$ cat src/bsd_pkg.sv
// ----------------------------------------------------------------------------
// bsd_pkg
// Shared constants and types for the button and switch debouncer.
// ----------------------------------------------------------------------------
package bsd_pkg;

   localparam int TIMER_BITS_DEFAULT = 16;
   localparam int SETTLE_BITS        = 16;
   localparam logic [SETTLE_BITS-1:0] SETTLE_RESET = 16'd500;

   localparam int NUM_BUTTONS  = 3;
   localparam int NUM_SWITCHES = 2;

   // button lane order
   localparam int BTN_JOYSTICK = 0;
   localparam int BTN_A        = 1;
   localparam int BTN_B        = 2;
   // switch lane order
   localparam int SW_LINK = 0;
   localparam int SW_MODE = 1;

   typedef enum logic [3:0] {
      BTN_IDLE   = 4'b0001,
      BTN_SETTLE = 4'b0010,
      BTN_PRIMED = 4'b0100,
      BTN_EVENT  = 4'b1000
   } button_phase_type;

   // what the lanes found on one tick, handed to the merge stage
   typedef struct packed {
      logic [NUM_BUTTONS-1:0]  click;
      logic [NUM_SWITCHES-1:0] level;
      logic                    link_prev;
   } lane_result_type;

endpackage

$ cat src/bsd_button_lane.sv
// ----------------------------------------------------------------------------
// bsd_button_lane
// One push button: idle, settle, primed, event, with a saturating timer.
// ----------------------------------------------------------------------------
module bsd_button_lane #(
   parameter int TIMER_BITS = bsd_pkg::TIMER_BITS_DEFAULT
) (
   input  logic                            clock,
   input  logic                            reset,
   input  logic                            advance,
   input  logic                            pin,
   input  logic [bsd_pkg::SETTLE_BITS-1:0] settle_ticks,
   output logic                            click
);

   localparam int CMP_BITS =
      (TIMER_BITS > bsd_pkg::SETTLE_BITS) ? TIMER_BITS : bsd_pkg::SETTLE_BITS;

   bsd_pkg::button_phase_type phase_ff, phase_in;
   logic [TIMER_BITS-1:0] timer_ff, timer_in;
   logic [TIMER_BITS-1:0] timer_bump;
   logic                  expired;

   assign timer_bump = (timer_ff == {TIMER_BITS{1'b1}}) ? timer_ff
                                                         : timer_ff + TIMER_BITS'(1);
   assign expired = CMP_BITS'(timer_bump) > CMP_BITS'(settle_ticks);

   always_comb begin
      phase_in = phase_ff;
      timer_in = timer_ff;
      click    = 1'b0;
      case (phase_ff)
         bsd_pkg::BTN_IDLE: begin
            if (!pin) begin
               timer_in = '0;
               phase_in = bsd_pkg::BTN_SETTLE;
            end
         end
         bsd_pkg::BTN_SETTLE: begin
            timer_in = timer_bump;
            if (expired) begin
               phase_in = pin ? bsd_pkg::BTN_IDLE : bsd_pkg::BTN_PRIMED;
            end
         end
         bsd_pkg::BTN_PRIMED: begin
            if (pin) begin
               phase_in = bsd_pkg::BTN_EVENT;
            end
         end
         bsd_pkg::BTN_EVENT: begin
            click    = 1'b1;
            phase_in = bsd_pkg::BTN_IDLE;
         end
         default: begin
            phase_in = bsd_pkg::BTN_IDLE;
         end
      endcase
   end

   always_ff @(posedge clock) begin
      if (reset) begin
         phase_ff <= bsd_pkg::BTN_IDLE;
         timer_ff <= '0;
      end else if (advance) begin
         phase_ff <= phase_in;
         timer_ff <= timer_in;
      end
   end

endmodule

$ cat src/bsd_switch_lane.sv
// ----------------------------------------------------------------------------
// bsd_switch_lane
// One toggle switch: stable level, re-sampled once a change has settled.
// ----------------------------------------------------------------------------
module bsd_switch_lane #(
   parameter int TIMER_BITS = bsd_pkg::TIMER_BITS_DEFAULT
) (
   input  logic                            clock,
   input  logic                            reset,
   input  logic                            advance,
   input  logic                            pin,
   input  logic [bsd_pkg::SETTLE_BITS-1:0] settle_ticks,
   output logic                            level_prev,
   output logic                            level_next
);

   localparam int CMP_BITS =
      (TIMER_BITS > bsd_pkg::SETTLE_BITS) ? TIMER_BITS : bsd_pkg::SETTLE_BITS;

   logic                  settling_ff, settling_in;
   logic                  level_ff, level_in;
   logic [TIMER_BITS-1:0] timer_ff, timer_in;
   logic [TIMER_BITS-1:0] timer_bump;
   logic                  expired;

   assign timer_bump = (timer_ff == {TIMER_BITS{1'b1}}) ? timer_ff
                                                         : timer_ff + TIMER_BITS'(1);
   assign expired = CMP_BITS'(timer_bump) > CMP_BITS'(settle_ticks);

   always_comb begin
      settling_in = settling_ff;
      level_in    = level_ff;
      timer_in    = timer_ff;
      if (!settling_ff) begin
         if (pin != level_ff) begin
            timer_in    = '0;
            settling_in = 1'b1;
         end
      end else begin
         timer_in = timer_bump;
         if (expired) begin
            // new level is whatever the pin shows now
            level_in    = pin;
            settling_in = 1'b0;
         end
      end
   end

   assign level_prev = level_ff;
   assign level_next = level_in;

   always_ff @(posedge clock) begin
      if (reset) begin
         settling_ff <= 1'b0;
         level_ff    <= 1'b1;
         timer_ff    <= '0;
      end else if (advance) begin
         settling_ff <= settling_in;
         level_ff    <= level_in;
         timer_ff    <= timer_in;
      end
   end

endmodule

$ cat src/bsd_merge.sv
// ----------------------------------------------------------------------------
// bsd_merge
// Combines lane results, gates A/B clicks by the prior link level and holds
// the result in the output register.
// ----------------------------------------------------------------------------
module bsd_merge (
   input  logic                     clock,
   input  logic                     reset,
   input  logic                     advance,
   input  bsd_pkg::lane_result_type lanes,
   input  logic                     rsp_stall,
   output logic                     rsp_valid,
   output logic                     rsp_stick_click,
   output logic                     rsp_a_click,
   output logic                     rsp_b_click,
   output logic                     rsp_link_on,
   output logic                     rsp_joystick_mode
);

   logic valid_ff;
   logic stick_ff, a_ff, b_ff, link_ff, mode_ff;

   always_ff @(posedge clock) begin
      if (reset) begin
         valid_ff <= 1'b0;
      end else if (advance) begin
         valid_ff <= 1'b1;
      end else if (!rsp_stall) begin
         valid_ff <= 1'b0;
      end
   end

   always_ff @(posedge clock) begin
      if (advance) begin
         stick_ff <= lanes.click[bsd_pkg::BTN_JOYSTICK];
         a_ff     <= lanes.click[bsd_pkg::BTN_A] & lanes.link_prev;
         b_ff     <= lanes.click[bsd_pkg::BTN_B] & lanes.link_prev;
         link_ff  <= lanes.level[bsd_pkg::SW_LINK];
         mode_ff  <= lanes.level[bsd_pkg::SW_MODE];
      end
   end

   assign rsp_valid         = valid_ff;
   assign rsp_stick_click   = stick_ff;
   assign rsp_a_click       = a_ff;
   assign rsp_b_click       = b_ff;
   assign rsp_link_on       = link_ff;
   assign rsp_joystick_mode = mode_ff;

endmodule

$ cat src/button_switch_debouncer_core.sv
// ----------------------------------------------------------------------------
// button_switch_debouncer_core
// Debounces three push buttons and two toggle switches, one tick per
// transaction, with a lane per pin and a registered merge stage.
// ----------------------------------------------------------------------------
//  channel   ports                               direction
//  req       req_valid/req_stall + 5 pin levels  in
//  rsp       rsp_valid/rsp_stall + 5 result bits out
//  csr       csr_wr_en/csr_wr_data (settle_ticks) in
//
// One tick per clock while req_stall is low; a result appears in the output
// register in the cycle after acceptance. req_stall follows rsp_stall only
// while it is full, so a drained result lets the next tick in the same cycle.
// Reset is synchronous; settle_ticks returns to 500, all lanes idle/stable.
// ----------------------------------------------------------------------------
module button_switch_debouncer_core #(
   parameter int TIMER_BITS = bsd_pkg::TIMER_BITS_DEFAULT
) (
   input  logic                            clock,
   input  logic                            reset,
   input  logic                            req_valid,
   output logic                            req_stall,
   input  logic                            req_stick_pin,
   input  logic                            req_a_pin,
   input  logic                            req_b_pin,
   input  logic                            req_link_pin,
   input  logic                            req_mode_pin,
   output logic                            rsp_valid,
   input  logic                            rsp_stall,
   output logic                            rsp_stick_click,
   output logic                            rsp_a_click,
   output logic                            rsp_b_click,
   output logic                            rsp_link_on,
   output logic                            rsp_joystick_mode,
   input  logic                            csr_wr_en,
   input  logic [bsd_pkg::SETTLE_BITS-1:0] csr_wr_data
);

   logic [bsd_pkg::SETTLE_BITS-1:0] settle_ticks_ff;
   logic                            advance;
   logic [bsd_pkg::NUM_BUTTONS-1:0]  btn_pin;
   logic [bsd_pkg::NUM_SWITCHES-1:0] sw_pin;
   logic [bsd_pkg::NUM_SWITCHES-1:0] sw_prev;
   bsd_pkg::lane_result_type         lanes;

   always_ff @(posedge clock) begin
      if (reset) begin
         settle_ticks_ff <= bsd_pkg::SETTLE_RESET;
      end else if (csr_wr_en) begin
         settle_ticks_ff <= csr_wr_data;
      end
   end

   assign req_stall = rsp_valid & rsp_stall;
   assign advance   = req_valid & ~req_stall;

   assign btn_pin[bsd_pkg::BTN_JOYSTICK] = req_stick_pin;
   assign btn_pin[bsd_pkg::BTN_A]        = req_a_pin;
   assign btn_pin[bsd_pkg::BTN_B]        = req_b_pin;
   assign sw_pin[bsd_pkg::SW_LINK]       = req_link_pin;
   assign sw_pin[bsd_pkg::SW_MODE]       = req_mode_pin;

   for (genvar i = 0; i < bsd_pkg::NUM_BUTTONS; i++) begin : g_btn
      bsd_button_lane #(.TIMER_BITS(TIMER_BITS)) u_lane (
         .clock        (clock),
         .reset        (reset),
         .advance      (advance),
         .pin          (btn_pin[i]),
         .settle_ticks (settle_ticks_ff),
         .click        (lanes.click[i])
      );
   end

   for (genvar i = 0; i < bsd_pkg::NUM_SWITCHES; i++) begin : g_sw
      bsd_switch_lane #(.TIMER_BITS(TIMER_BITS)) u_lane (
         .clock        (clock),
         .reset        (reset),
         .advance      (advance),
         .pin          (sw_pin[i]),
         .settle_ticks (settle_ticks_ff),
         .level_prev   (sw_prev[i]),
         .level_next   (lanes.level[i])
      );
   end

   assign lanes.link_prev = sw_prev[bsd_pkg::SW_LINK];

   bsd_merge u_merge (
      .clock             (clock),
      .reset             (reset),
      .advance           (advance),
      .lanes             (lanes),
      .rsp_stall         (rsp_stall),
      .rsp_valid         (rsp_valid),
      .rsp_stick_click   (rsp_stick_click),
      .rsp_a_click       (rsp_a_click),
      .rsp_b_click       (rsp_b_click),
      .rsp_link_on       (rsp_link_on),
      .rsp_joystick_mode (rsp_joystick_mode)
   );

endmodule

$ cat config.mk
export PLATFORM = sky130hd
export DESIGN_NAME = button_switch_debouncer_core
export DESIGN_NICKNAME = d
export VERILOG_FILES = /design/src/bsd_pkg.sv /design/src/bsd_button_lane.sv /design/src/bsd_switch_lane.sv /design/src/bsd_merge.sv /design/src/button_switch_debouncer_core.sv
export SDC_FILE = /design/constraint.sdc
export NUM_CORES = 1
export LEC_CHECK = 0
export BUFFER_PORTS_ARGS = -buffer_cell sky130_fd_sc_hd__clkbuf_2
export CELL_PAD_IN_SITES_DETAIL_PLACEMENT = 1
export CELL_PAD_IN_SITES_GLOBAL_PLACEMENT = 1
export CORE_ASPECT_RATIO = 0.7
export CORE_UTILIZATION = 39
export CTS_BUF_LIST = sky130_fd_sc_hd__clkbuf_4
export DETAILED_ROUTE_END_ITERATION = 12
export PLACE_DENSITY_LB_ADDON = 0.1
export SETUP_SLACK_MARGIN = 0.15
export SLEW_MARGIN = 20
export SYNTH_ARGS = -nofsm -noshare
export SYNTH_HDL_FRONTEND = slang
export SYNTH_SLANG_ARGS = --single-unit
$ cat constraint.sdc
create_clock -name clock -period 4.2 [get_ports clock]
set_input_delay 0.21 -clock clock [delete_from_list [all_inputs] [get_ports clock]]
set_output_delay 0.21 -clock clock [all_outputs]
set_load 0.01 [all_outputs]
# [Yosys cells after proc, flatten, opt, wreduce, memory -nomap -nowiden]
# Cells that the tools add are included.
[word_totals] register_bits=118 latch_bits=0 ram_bits=0 romBits=0 out_inout_bits=7 mem_count=0
[op_classes] addsub=5 n_mul=0 div_mod_pow=0 order_cmp=5 n_eq_ne=29 shifts=0 muxes=45 n_bitwise=5 reduce_logical=13
[ops] operator="16-bit two-way mux" n=12
[ops] operator="16-bit case mux with 2 select lines" n=3
[ops] operator="16-bit by 1-bit adder with 16-bit output (second input constant)" n=5
[ops] operator="16-bit == test (second input constant)" n=5
[ops] operator="16-bit greater-than comparator" n=5
[ops] operator="4-bit two-way mux" n=9
[ops] operator="4-bit case mux with 3 select lines" n=3
[ops] operator="1-bit two-way mux" n=15
[ops] operator="4-bit by 1-bit == test with 1-bit output (second input constant)" n=3
[ops] operator="4-bit by 2-bit == test with 1-bit output (second input constant)" n=3
[ops] operator="4-bit by 3-bit == test with 1-bit output (second input constant)" n=3
[ops] operator="4-bit == test (second input constant)" n=3
[ops] operator="2-bit != test (second input constant)" n=6
[ops] operator="4-bit AND reduction" n=3
[ops] operator="2-bit nonzero test" n=5
[ops] operator="3-bit two-way mux" n=3
[ops] operator="3-bit AND reduction" n=3
[ops] operator="2-bit by 1-bit != test with 1-bit output (second input constant)" n=4
[ops] operator="1-bit bitwise AND" n=4
[ops] operator="2-bit AND reduction" n=2
[ops] operator="1-bit != test" n=2
[ops] operator="1-bit NOT" n=1

# [Longest topological paths before layout]
# Gate-level depths: netlist (run 1).
[logic_depth] depth_word=5 mapped_depth=16 depth_no_buf=14

# [By module]
# From an unflattened synthesis (run 1), not the netlist that was laid out.
[hier_totals] hier_cells=1166 area_unflattened_um2=9504.1
[by_module_without_submodules] module="bsd_button_lane at g_btn[0].u_lane ..." instances=2 cells_each=233 area_per_inst_um2=1850.5
[by_module_without_submodules] module="bsd_switch_lane" instances=2 cells_each=209 area_per_inst_um2=1636.6
[by_module_without_submodules] module="bsd_button_lane at g_btn[2].u_lane" instances=1 cells_each=218 area_per_inst_um2=1725.4
[by_module_without_submodules] module="button_switch_debouncer_core" instances=1 cells_each=54 area_per_inst_um2=613.1
[by_module_without_submodules] module="bsd_merge" instances=1 cells_each=10 area_per_inst_um2=191.4

# [Least setup slack after synthesis (run 1)]
# No wires, ideal clock.
[synth_timing] path_type="reg-to-reg" from="register g_btn[2].u_lane.timer_ff[0]" to="register g_btn[2].u_lane.phase_ff[0]" setup_ns=0.145 arrival_time_ns=3.138 path_slack_ns=0.916 path_stages_with_launch=15 n_path_buf=1 cell_sequence="dfxtp_1 -> ha_1 -> nand3_1 -> nor4_4 -> nand2_2 -> buf_2 -> nand3_1 -> xnor2_1 -> ha_1 -> a21oi_1 -> o21ai_0 -> a21oi_1 -> or3b_2 -> a31oi_1 -> o221ai_1"
[synth_between] elab_chain_len=5
[synth_lines] item="from (decl)" line_no="bsd_button_lane.sv:20" source="logic [TIMER_BITS-1:0] timer_ff, timer_in;"
[synth_lines] item="from (signal assigned)" line_no="bsd_button_lane.sv:66" source="timer_ff <= timer_in;"
[synth_lines] item="16-bit by 1-bit adder with 16-bit output / 16-bit == test (equally long branches)" line_no="bsd_button_lane.sv:25, bsd_button_lane.sv:24"
[synth_lines] item="16-bit two-way mux (*)" line_no="bsd_button_lane.sv:24" source="assign timer_bump = (timer_ff == {TIMER_BITS{1'b1}}) ? timer_ff"
[synth_lines] item="16-bit greater-than comparator (*)" line_no="bsd_button_lane.sv:26" source="assign expired = CMP_BITS'(timer_bump) > CMP_BITS'(settle_ticks);"
[synth_lines] item="2-bit by 1-bit != test with 1-bit output (no line) (*)"
[synth_lines] item="4-bit AND reduction (no line) (*)"
[synth_lines] item="to (signal assigned)" line_no="bsd_button_lane.sv:62" source="phase_ff <= bsd_pkg::BTN_IDLE;"
[synth_lines] item="to (signal assigned)" line_no="bsd_button_lane.sv:65" source="phase_ff <= phase_in;"
[synth_lines] item="to (decl)" line_no="bsd_button_lane.sv:19" source="bsd_pkg::button_phase_type phase_ff, phase_in;"
# Mark *: on every way between the ends. The rest lies on a longest branch, timed or not.
# A chain may end at the register's enable or synchronous reset.

# [Final worst setup path (run 1)]
# Ends and elaborated chain as after synthesis.

==> results.yml, run 1 <==
outcome:
  status: "finished, final reports clean"
final_layout:
  drive_gt1_share_pct: 9.25
  final_area_um2: 9440
  areaGrowthSynthToFinish_pct: 9.87
  fin_cells: 1387
  fin_nets: 1201
global_routing:
  grt_max_degree: 28
  grt.total_usage_pct: 24.2
  antenna_found_initial: 2
  overflow: 0
  grt_pass1_vias: 7883
  grt_pass1_wl_um: 43000
logic_synthesis:
  async_flop_share_pct: 0
  ys_types: 79
  mappedNetlistArea_um2: 8590
  synth_ff_type: "dfxtp_1"
  synth_top_cell_area_share_pct: 26.3
  synth_area_per_cell_um2: 8.09
  synth.largest_area_cell: "dfxtp_1"
  ys_warn_count: 0
  syn_inst: 1062
  synth.net_count: 1173
  synth_edf_count: 5
  synth_seq_cells: 118
  synth-seq-area-share_pct: 28.1
  synthTopCellsByArea: "dfxtp_1 26%, ha_1 12%, a21oi_1 4.7%"
placement:
  port_buffers: 32
  place_inst: 1333
  placed_cell_area_um2: 8940
  place_hpwl_um: 19500
  place_congestion: 0.792
drt:
  wl_per_cell_um: 19.2
  drc: 0
  wirelength_um: 26600
  drt_pass1_iterations: 4
  drt_iter0_markers: 447
  drtAntennaViolNets: 0
  vias: 7994
  viasPerCell: 5.76
timing:
  final-max-slew-violation-count: 0
  finalCriticalPeriod_ns: 3.76
  finalHoldViolCount: 0
  finClkSkew_ns: 0.0380
  setup_violations: 0
  worstMarginPinSlew_ns: 0.963
  fin_setup_tns_ns: 0
  slew-limit-headroom_pct: 35.5
  max_freq_mhz: 266
  period_share_pct: 89.5
  rsz0062_at_grt: "no"
  fin_hold_ws_ns: 0.0400
clock_tree:
  cts_tree: "done"
  cts_setup_buffers: 0
  cts_root_buffer: "clkbuf_4"
  numCtsBuffers: 17
  clkTransAtPathRegs_ns: 0.15
  ctsLongestPathBuffers: 2
  cts-htree-levels: 4
  cts_sinks: 118
  clk_latency_ns: 0.58
floorplanning:
  rows: 45
  core_area_um2: 21600
  die_h_um: 126
  ioPinCount: 33
  start_util_pct: 39.8
  dieArea_um2: 22600
  die_x_um: 179
critical_path:
  cp-start-kind: "flip-flop"
  cpMaxStageDelayCell: "nor4_4"
  arrival_ns: 4.19
  end_kind: "flip-flop"
  cp-startpoint: "g_btn[2].u_lane.timer_ff[0]$_SDFFE_PP0P_"
  crit_chain: "ha_1, nand3_1, nor4_4, a21oi_2, and3_1, xor2_1, ha_1, a21o_1, nand3_1, a21oi_1, or3b_2, a31oi_1, o221ai_1"
  crit_path_max_fanout: 6
  critPathRequiredTime_ns: 4.63
  regToRegStartpoint: "g_btn[2].u_lane.timer_ff[0]$_SDFFE_PP0P_"
  cpPeakStageDelay_ns: 0.49
  path_class: "flip-flop to flip-flop"
worst_hold_path:
  holdCritStartpoint: "req_b_pin"
  hp-class: "input port to flip-flop"
pwr:
  p_leak_nw: 4.07
  ir_drop_mv: 0.128
  p_per_area_nw_per_um2: 254
flow_run:
  cap_violations: 0
-- logic make-up (layout without fill, tap and decap cells) --
group | after synthesis | after routing | share of synthesized area (%)
mux | 30 | 30 | 3.65
compound gates | 299 | 299 | 22.5
other cells | 0 | 2 | 0
xor+xnor | 61 | 61 | 6.22
flops | 118 | 118 | 28.1
simple gates | 381 | 381 | 22.9
buf+inv | 88 | 129 | 4.32
fa+ha+maj | 85 | 85 | 12.4
-- cell usage after synthesis (23+ instances only) --
| master | count |
|---|---|
| o31ai_1 | 23 |
| clkbuf_1 | 26 |
| o21ai_0 | 39 |
| nand2_1 | 88 |
| o21ai_1 | 25 |
| nor2_1 | 94 |
| dfxtp_1 | 113 |
| nand3_1 | 48 |
| xnor2_1 | 43 |
| a21o_1 | 29 |
| inv_1 | 35 |
| ha_1 | 85 |
| a21oi_1 | 81 |
| nand4_1 | 31 |
-- cells in the final DEF (no fill, tap or decap), types with 4 or more instances in the layout --
cell type and instances:
dfxtp_1 113, nor2_1 94, nand2_1 88, ha_1 85
a21oi_1 81, nand3_1 48, xnor2_1 43, o21ai_0 39
inv_1 35, clkbuf_2 32, nand4_1 31, a21o_1 29
o21ai_1 25, o31ai_1 23, a31oi_1 22, a22o_1 22
dlygate4sd3_1 20, mux2i_1 19, xor2_1 18, clkbuf_4 18
and3_1 17, nor2b_1 14, or3_1 12, nor3_1 12
o211ai_1 11, mux2_2 10, and2_1 10, and4_1 9
nand2b_1 9, buf_4 9, nor4_1 8, a22oi_1 8
o21a_1 7, clkinvlp_4 5, edfxtp_1 5, clkinv_1 4
-- what timing repair did --
| action | CTS | global route |
|---|---|---|
| resized for setup | 0 | 1 |
| endpoints found under the setup margin | 0 | 1 |
| hold endpoints to repair | 20 | 0 |
| hold buffers | 20 | 0 |
-- cell type report --
class,instances,area [um^2]
repair buffers,61,428
flip-flops and latches,118,2410
inverters,36,135
clock inverters,14,159
clock buffers,18,135
multi-input cells,856,5820
fillers,2661,12200
diodes,2,5.00
well taps,282,353
-- state kept, by name (all words and copies together) (netlist names), 2 cells and up --
register / cells
g_sw.u_lane.level_prev: 2
g_sw.u_lane.timer_ff: 32
settle_ticks_ff: 16
g_btn.u_lane.phase_ff: 12
g_sw.u_lane.settling_ff: 2
g_btn.u_lane.timer_ff: 48
-- metal layers --
metal	track usage (%)	wire [um]	part of all wire, %
met5	0	0	0
met4	5.22	284	1.1
met3	4.28	872	3.3
met2	36.3	11000	41
met1	35.9	14400	54
-- report_power, final --
| part | internal (mW) | switching (mW) | total [mW] | leakage [nW] |
|---|---|---|---|---|
| clock | 0.412 | 0.510 | 0.922 | 0.143 |
| sequential | 1.15 | 0.0286 | 1.18 | 0.959 |
| combinational | 0.107 | 0.191 | 0.298 | 2.97 |
| total | 1.67 | 0.730 | 2.40 | 4.07 |
-- stage by stage --
stage,power [mW],util (%),worst slack [ns]
after global routing,2.51,43.7,0.166
final,2.40,43.7,0.440
after floorplan,1.38,-,0.916
after detailed placement,1.48,41.3,0.491
after CTS,2.42,43.6,0.452
after global placement,1.48,41.3,0.569
-- worst paths after layout --
check                                                  end  slack [ns]  cells past startpoint
hold / removal    g_btn[2].u_lane.phase_ff[2]$_SDFFE_PP0P_        0.04                      4
setup / recovery  g_btn[2].u_lane.phase_ff[0]$_SDFFE_PP1P_        0.44                     13
setup reg to reg  g_btn[2].u_lane.phase_ff[0]$_SDFFE_PP1P_        0.44                     13
hold reg to reg           settle_ticks_ff[15]$_SDFFE_PP0P_        0.51                      2
-- critical path: cells and delay by family, from the launching register on --
kind | cells | cell delay [ns]
compound gates | 5 | 0.99
xor+xnor | 1 | 0.21
fa+ha+maj | 2 | 0.53
flops | 1 | 0.44
simple gates | 5 | 1.46
No activity file was read; power rests on OpenSTA's default activity.
==> run 2, diff against run 1 <==
==> constraint.sdc (replaced) <==
create_clock -name clock -period 3.4 [get_ports clock]
set_input_delay 0.17 -clock clock [delete_from_list [all_inputs] [get_ports clock]]
set_output_delay 0.17 -clock clock [all_outputs]
set_load 0.01 [all_outputs]
==> run 2 against run 1 <==
Total power up 32%; sequential power rose by 23%; clock power rose by 43%; register-to-register slack got worse by 0.15 ns; wire length up 7.6%; worst setup slack lost 0.15 ns; non-clock buffer count is 75 higher; clock-buffer cell count decreased by 1; hold slack improved by 0.053 ns; final cell count up 5.4%; highest routed layer unchanged.
==> results.yml, run 2 (synthesis results as in run 1) <==
critical_path:
  critPathRequiredTime_ns: 3.74
  cp_num_buf_inv: 1
  cp-startpoint: "g_sw[1].u_lane.timer_ff[5]$_SDFFE_PP0P_"
  path_delay_family: "simple AND/OR/NAND/NOR gates"
  cpPeakStageDelay_ns: 0.40
  arrival_ns: 3.46
  cpMaxStageDelayCell: "dfxtp_1"
  crit_chain: "and4_4, buf_4, and2_1, o2111a_1, nand3_1, xnor2_1, ha_1, nand4_1, nor2_2, o31ai_2, a21oi_1, mux2_2"
  crit_path_max_fanout: 5
  regToRegStartpoint: "g_sw[1].u_lane.timer_ff[5]$_SDFFE_PP0P_"
  path_class: "flip-flop to flip-flop"
  end_kind: "flip-flop"
  cp-start-kind: "flip-flop"
global_routing:
  overflow: 0
  antenna_found_initial: 1
  grt_pass1_wl_um: 44800
  grt_pass1_vias: 8070
  grt.total_usage_pct: 25.2
  grt_max_degree: 29
drt:
  wl_met3_um: 977
  wl_per_cell_um: 19.6
  drtAntennaViolNets: 0
  wirelength_um: 28600
  vias: 8438
  dr.max_layer_used: "met4"
  drt_pass1_iterations: 5
  drc: 0
  wl_met2_um: 12600
  drt_iter0_markers: 411
  met1_length_um: 14700
  viasPerCell: 5.77
clock_tree:
  cts_tree: "done"
  cts_root_buffer: "clkbuf_4"
  ctsLongestPathBuffers: 2
  cts_sinks: 118
  clkTransAtPathRegs_ns: 0.13
  clk_latency_ns: 0.59
  numCtsBuffers: 17
  cts-htree-levels: 4
pwr:
  p_clk_share_pct: 41.8
  power.switching_mw: 0.945
  power_frac_seq_pct: 45.9
  p_leak_nw: 4.54
  swShare_pct: 29.9
  power.internal_mw: 2.22
  p_total_mw: 3.17
  p_comb_share_pct: 12.3
  p_per_area_nw_per_um2: 305
  ir_drop_mv: 0.172
timing:
  finClkSkew_ns: 0.0302
  final-max-slew-violation-count: 0
  rsz0062_at_grt: "yes"
  finalCriticalPeriod_ns: 3.11
  period_share_pct: 91.6
  max_freq_mhz: 321
  setup_violations: 0
  slew-limit-headroom_pct: 44.1
  finalHoldViolCount: 0
  worstMarginPinSlew_ns: 0.835
  fin_setup_tns_ns: 0
worst_hold_path:
  hp-class: "input port to flip-flop"
  holdCritStartpoint: "reset"
placement:
  port_buffers: 32
  place_hpwl_um: 20600
  placed_cell_area_um2: 9400
  place_congestion: 0.844
final_layout:
  fin_nets: 1276
  final_area_um2: 10400
  areaGrowthSynthToFinish_pct: 20.8
  final_cell_mix: "97 x dfxtp_1, 91 x nor2_1, 87 x nand2_1, 81 x ha_1, 80 x buf_4"
  top_regs: "g_btn.u_lane.timer_ff x48, g_sw.u_lane.timer_ff x32, settle_ticks_ff x16"
  final_common_cell: "dfxtp_1"
  drive_gt1_share_pct: 19.9
  largest_register_ffs: 48
  fillCellCount: 2639
  top_register: "g_btn.u_lane.timer_ff"
floorplanning:
  core_area_um2: 21600
  ioPinCount: 33
  rows: 45
  die_h_um: 126
  die_x_um: 179
  dieArea_um2: 22600
  start_util_pct: 39.8
flow_run:
  cap_violations: 0
outcome:
  status: "finished, final reports clean"
[run 2: final timing paths]
path	end	slack, ns	cells after the start
worst max register to register	u_merge.rsp_joystick_mode$_DFFE_PP_	0.29	12
worst min-delay path	g_btn[0].u_lane.timer_ff[13]$_SDFFE_PP0P_	0.09	3
worst min register to register	settle_ticks_ff[3]$_SDFFE_PP0P_	0.51	2
worst max-delay path	u_merge.rsp_joystick_mode$_DFFE_PP_	0.29	12
[run 2: power by group through the flow]
stage | Clock [mW] | Sequential (mW) | Combinational (mW)
after global routing | 1.41 | 1.46 | 0.431
after global placement | 0 | 1.48 | 0.351
after detailed placement | 0 | 1.48 | 0.359
final | 1.32 | 1.45 | 0.390
after floorplan | 0 | 1.46 | 0.240
after CTS | 1.35 | 1.45 | 0.384
[run 2: layer usage]
layer  global-route usage (%)  vias to the layer above
met2                     39.4                      130
met1                     36.2                     4166
met3                     4.63                       18
li1                         -                     4124
met4                     4.72                        0
met5                        0                        -
[run 2: stage by stage]
stage               hold slack [ns]  utilization (%)  worst slack, ns  std cells
finish                       0.0930             48.0            0.287       1462
global route                 0.0800             48.0            0.136       1462
CTS                          0.0680             46.5            0.127       1449
detailed placement            0.402             43.5         -0.00656       1393
global placement              0.401             43.5            0.124       1393
floorplan                     0.294                -            0.162       1062
[run 2: repair_timing]
action | 4_1_cts | 5_1_grt
pin swaps | 2 | 18
gates resized for setup | 13 | 62
cloned | 0 | 0
endpoints found under the setup margin | 8 | 13
setup buffers | 1 | 11
hold buffers | 23 | 0
endpoints found under the hold margin | 24 | 0
[run 2: tightest hold or removal path, cell delays in order]
cell      delay, ns
clkbuf_2       0.09
buf_4          0.24
nor2_1         0.13
[run 2: area by class of cell]
| class | count | area, um^2 | share of cell area [%] |
|---|---|---|---|
| inverter | 36 | 135 | 1.30 |
| sequential | 118 | 2430 | 23.5 |
| multi-input combinational | 856 | 6090 | 58.7 |
| clock inverter | 15 | 226 | 2.18 |
| antenna | 2 | 5.00 | 0.0482 |
| clock buffer | 17 | 128 | 1.23 |
| tap | 282 | 353 | 3.40 |
| timing repair buffer | 136 | 1000 | 9.66 |
==> run 3, diff against run 2 <==
--- a/config.mk
+++ b/config.mk
@@ -14,7 +14,9 @@
 export DETAILED_ROUTE_END_ITERATION = 12
 export PLACE_DENSITY_LB_ADDON = 0.1
 export SETUP_SLACK_MARGIN = 0.15
+export SKIP_LAST_GASP = 1
 export SLEW_MARGIN = 20
 export SYNTH_ARGS = -nofsm -noshare
 export SYNTH_HDL_FRONTEND = slang
+export SYNTH_HIERARCHICAL = 1
 export SYNTH_SLANG_ARGS = --single-unit
==> run 3 against run 2 <==
Maximum frequency decreased by 6.6%; clock-buffer cell count increased by 1; critical path type unchanged; sequential power about the same; non-clock buffer count increased by 68; utilization increased by 3.0 points.
==> results.yml, run 3 <==
outcome:
  status: "finished, final reports clean"
final_layout:
  post-route-util_pct: 51.0
  fin_nets: 1456
  regArea_um2: 2480
  final_area_um2: 12100
  multi_input_area_um2: 6990
  top_register: "g_btn.u_lane/timer_ff"
  top_regs: "g_btn.u_lane/timer_ff x48, g_sw.u_lane/timer_ff x32, settle_ticks_ff x16"
  final_cell_mix: "143 x buf_4, 101 x nand2_1, 89 x inv_1, 76 x dfxtp_1, 74 x nor2_1"
  final_common_cell: "buf_4"
  areaGrowthSynthToFinish_pct: 27.5
  drive_gt1_share_pct: 28.1
  fillCellCount: 2851
  largest_register_ffs: 48
drt:
  drt_pass1_iterations: 6
  drt_iter0_markers: 560
  wirelength_um: 33300
  drc: 0
  drtAntennaViolNets: 0
  wl_per_cell_um: 19.9
  viasPerCell: 5.67
  vias: 9504
logic_synthesis:
  synthTopCellsByArea: "dfxtp_1 24%, ha_1 11%, nand2_1 4.0%"
  synth.net_count: 1277
  synth-seq-area-share_pct: 25.4
  async_flop_share_pct: 0
  synth_area_per_cell_um2: 8.15
  syn_inst: 1166
  synth_edf_count: 5
  mappedNetlistArea_um2: 9500
  ys_warn_count: 6
  ys_types: 82
  yosys-top-cells-count: "113 x dfxtp_1, 102 x nand2_1, 89 x inv_1, 85 x ha_1, 76 x nor2_1"
  synth.largest_area_cell: "dfxtp_1"
  synth_seq_cells: 118
  synth_ff_type: "dfxtp_1"
  yosysMostFrequentCell: "dfxtp_1"
  synth_top_cell_area_share_pct: 23.8
floorplanning:
  core_area_um2: 23800
  ioPinCount: 33
  dieArea_um2: 25000
  die_x_um: 189
  die_h_um: 133
  start_util_pct: 40.0
  rows: 47
timing:
  period_share_pct: 98.0
  worstMarginPinSlew_ns: 0.885
  final-max-slew-violation-count: 0
  setup_violations: 0
  finClkSkew_ns: 0.0336
  slew-limit-headroom_pct: 40.6
  fin_setup_tns_ns: 0
  finalCriticalPeriod_ns: 3.33
  setup_ws_ns: 0.0665
  max_freq_mhz: 300
  rsz0062_at_grt: "yes"
  finalHoldViolCount: 0
critical_path:
  critPathRequiredTime_ns: 3.74
  crit_path_max_fanout: 7
  path_class: "flip-flop to flip-flop"
  cp-start-kind: "flip-flop"
  end_kind: "flip-flop"
  arrival_ns: 3.67
global_routing:
  grt.total_usage_pct: 26.3
  grt_pass1_wl_um: 51600
  grt_max_degree: 34
  grt_pass1_vias: 9296
  antenna_found_initial: 1
  overflow: 0
placement:
  port_buffers: 32
  placed_cell_area_um2: 10800
  place_hpwl_um: 24100
  dp_slack_ns: -0.142
  place_congestion: 0.886
flow_run:
  cap_violations: 0
clock_tree:
  cts_root_buffer: "clkbuf_4"
  cts_sinks: 118
  ctsLongestPathBuffers: 2
  clk_latency_ns: 0.59
  clkTransAtPathRegs_ns: 0.14
  numCtsBuffers: 17
  cts_tree: "done"
  cts-htree-levels: 4
pwr:
  p_total_mw: 3.30
  ir_drop_mv: 0.172
  p_leak_nw: 5.13
  p_per_area_nw_per_um2: 273
worst_hold_path:
  hp-class: "input port to flip-flop"
==> run 3: changes by cell type after synthesis, sizes merged, moves of 9 or more <==
cell and change:
inv +54, clkbuf -15, nor2 -13, a21o -14
a22o -9, nand2 +16, o31ai -12
==> run 3: timing repair <==
item,in CTS,in global routing
pin swaps,14,36
gates resized for setup,59,82
hold endpoints to repair,25,0
endpoints found under the setup margin,9,13
buffers inserted,4,14
hold buffers,24,0
==> run 3: final timing paths <==
check	from	to	slack, ns	depth (start not counted)
hold reg to reg	g_btn[2].u_lane/timer_ff[10]$_SDFFE_PP0P_	g_btn[2].u_lane/timer_ff[10]$_SDFFE_PP0P_	0.49	2
setup reg to reg	g_sw[0].u_lane/timer_ff[14]$_SDFFE_PP0P_	u_merge/rsp_link_on$_DFFE_PP_	0.07	12
hold / removal	csr_wr_en	settle_ticks_ff[15]$_SDFFE_PP0P_	0.30	3
setup / recovery	g_sw[0].u_lane/timer_ff[14]$_SDFFE_PP0P_	u_merge/rsp_link_on$_DFFE_PP_	0.07	12
==> run 3: power breakdown <==
group / total (mW) / switching, mW / internal [mW] / leakage, nW
combinational: 0.451 / 0.261 / 0.190 / 3.97
sequential: 1.48 / 0.0704 / 1.41 / 0.981
clock: 1.37 / 0.635 / 0.734 / 0.188
total: 3.30 / 0.967 / 2.34 / 5.13
==> run 3: per-layer routing <==
metal / share of wire [%] / track usage, % / vias up
met5: 0 / 0 / -
met4: 0.94 / 5.33 / 0
met3: 3.7 / 3.93 / 25
met2: 44 / 40.0 / 156
met1: 52 / 39.0 / 4691
li1: - / - / 4632
==> run 3: critical path, cell delays in order, from the launching register on <==
cell	delay [ns]
dfxtp_1	0.35
and4_2	0.32
a311oi_4	0.38
nand3_2	0.15
xnor2_2	0.15
buf_4	0.16
ha_4	0.25
nand4_1	0.12
buf_4	0.18
nor2_1	0.13
a221oi_2	0.13
a311oi_4	0.43
mux2_4	0.33
==> run 3: area by class of cell <==
class | count | area share (%)
multi-input cells | 915 | 57.7
flip-flops and latches | 118 | 20.5
clock buffers | 18 | 1.12
well taps | 318 | 3.28
inverters | 89 | 2.76
clock inverters | 14 | 1.90
diodes | 1 | 0.0207
repair buffers | 204 | 12.8
==> run 3: kinds of logic after synthesis <==
kind of cell    share of synthesized area, %
fa+ha+maj                               11.2
mux                                     3.75
simple gates                            27.0
xor+xnor                                5.34
buf+inv                                 6.54
compound gates                          20.8
flops                                   25.4
==> run 3: through the flow <==
step,hold WS (ns),std cells
final,0.304,1677
after global routing,0.246,1677
after CTS,0.233,1662
after detailed placement,0.385,1602
after global placement,0.381,1602
after floorplan,0.242,1166
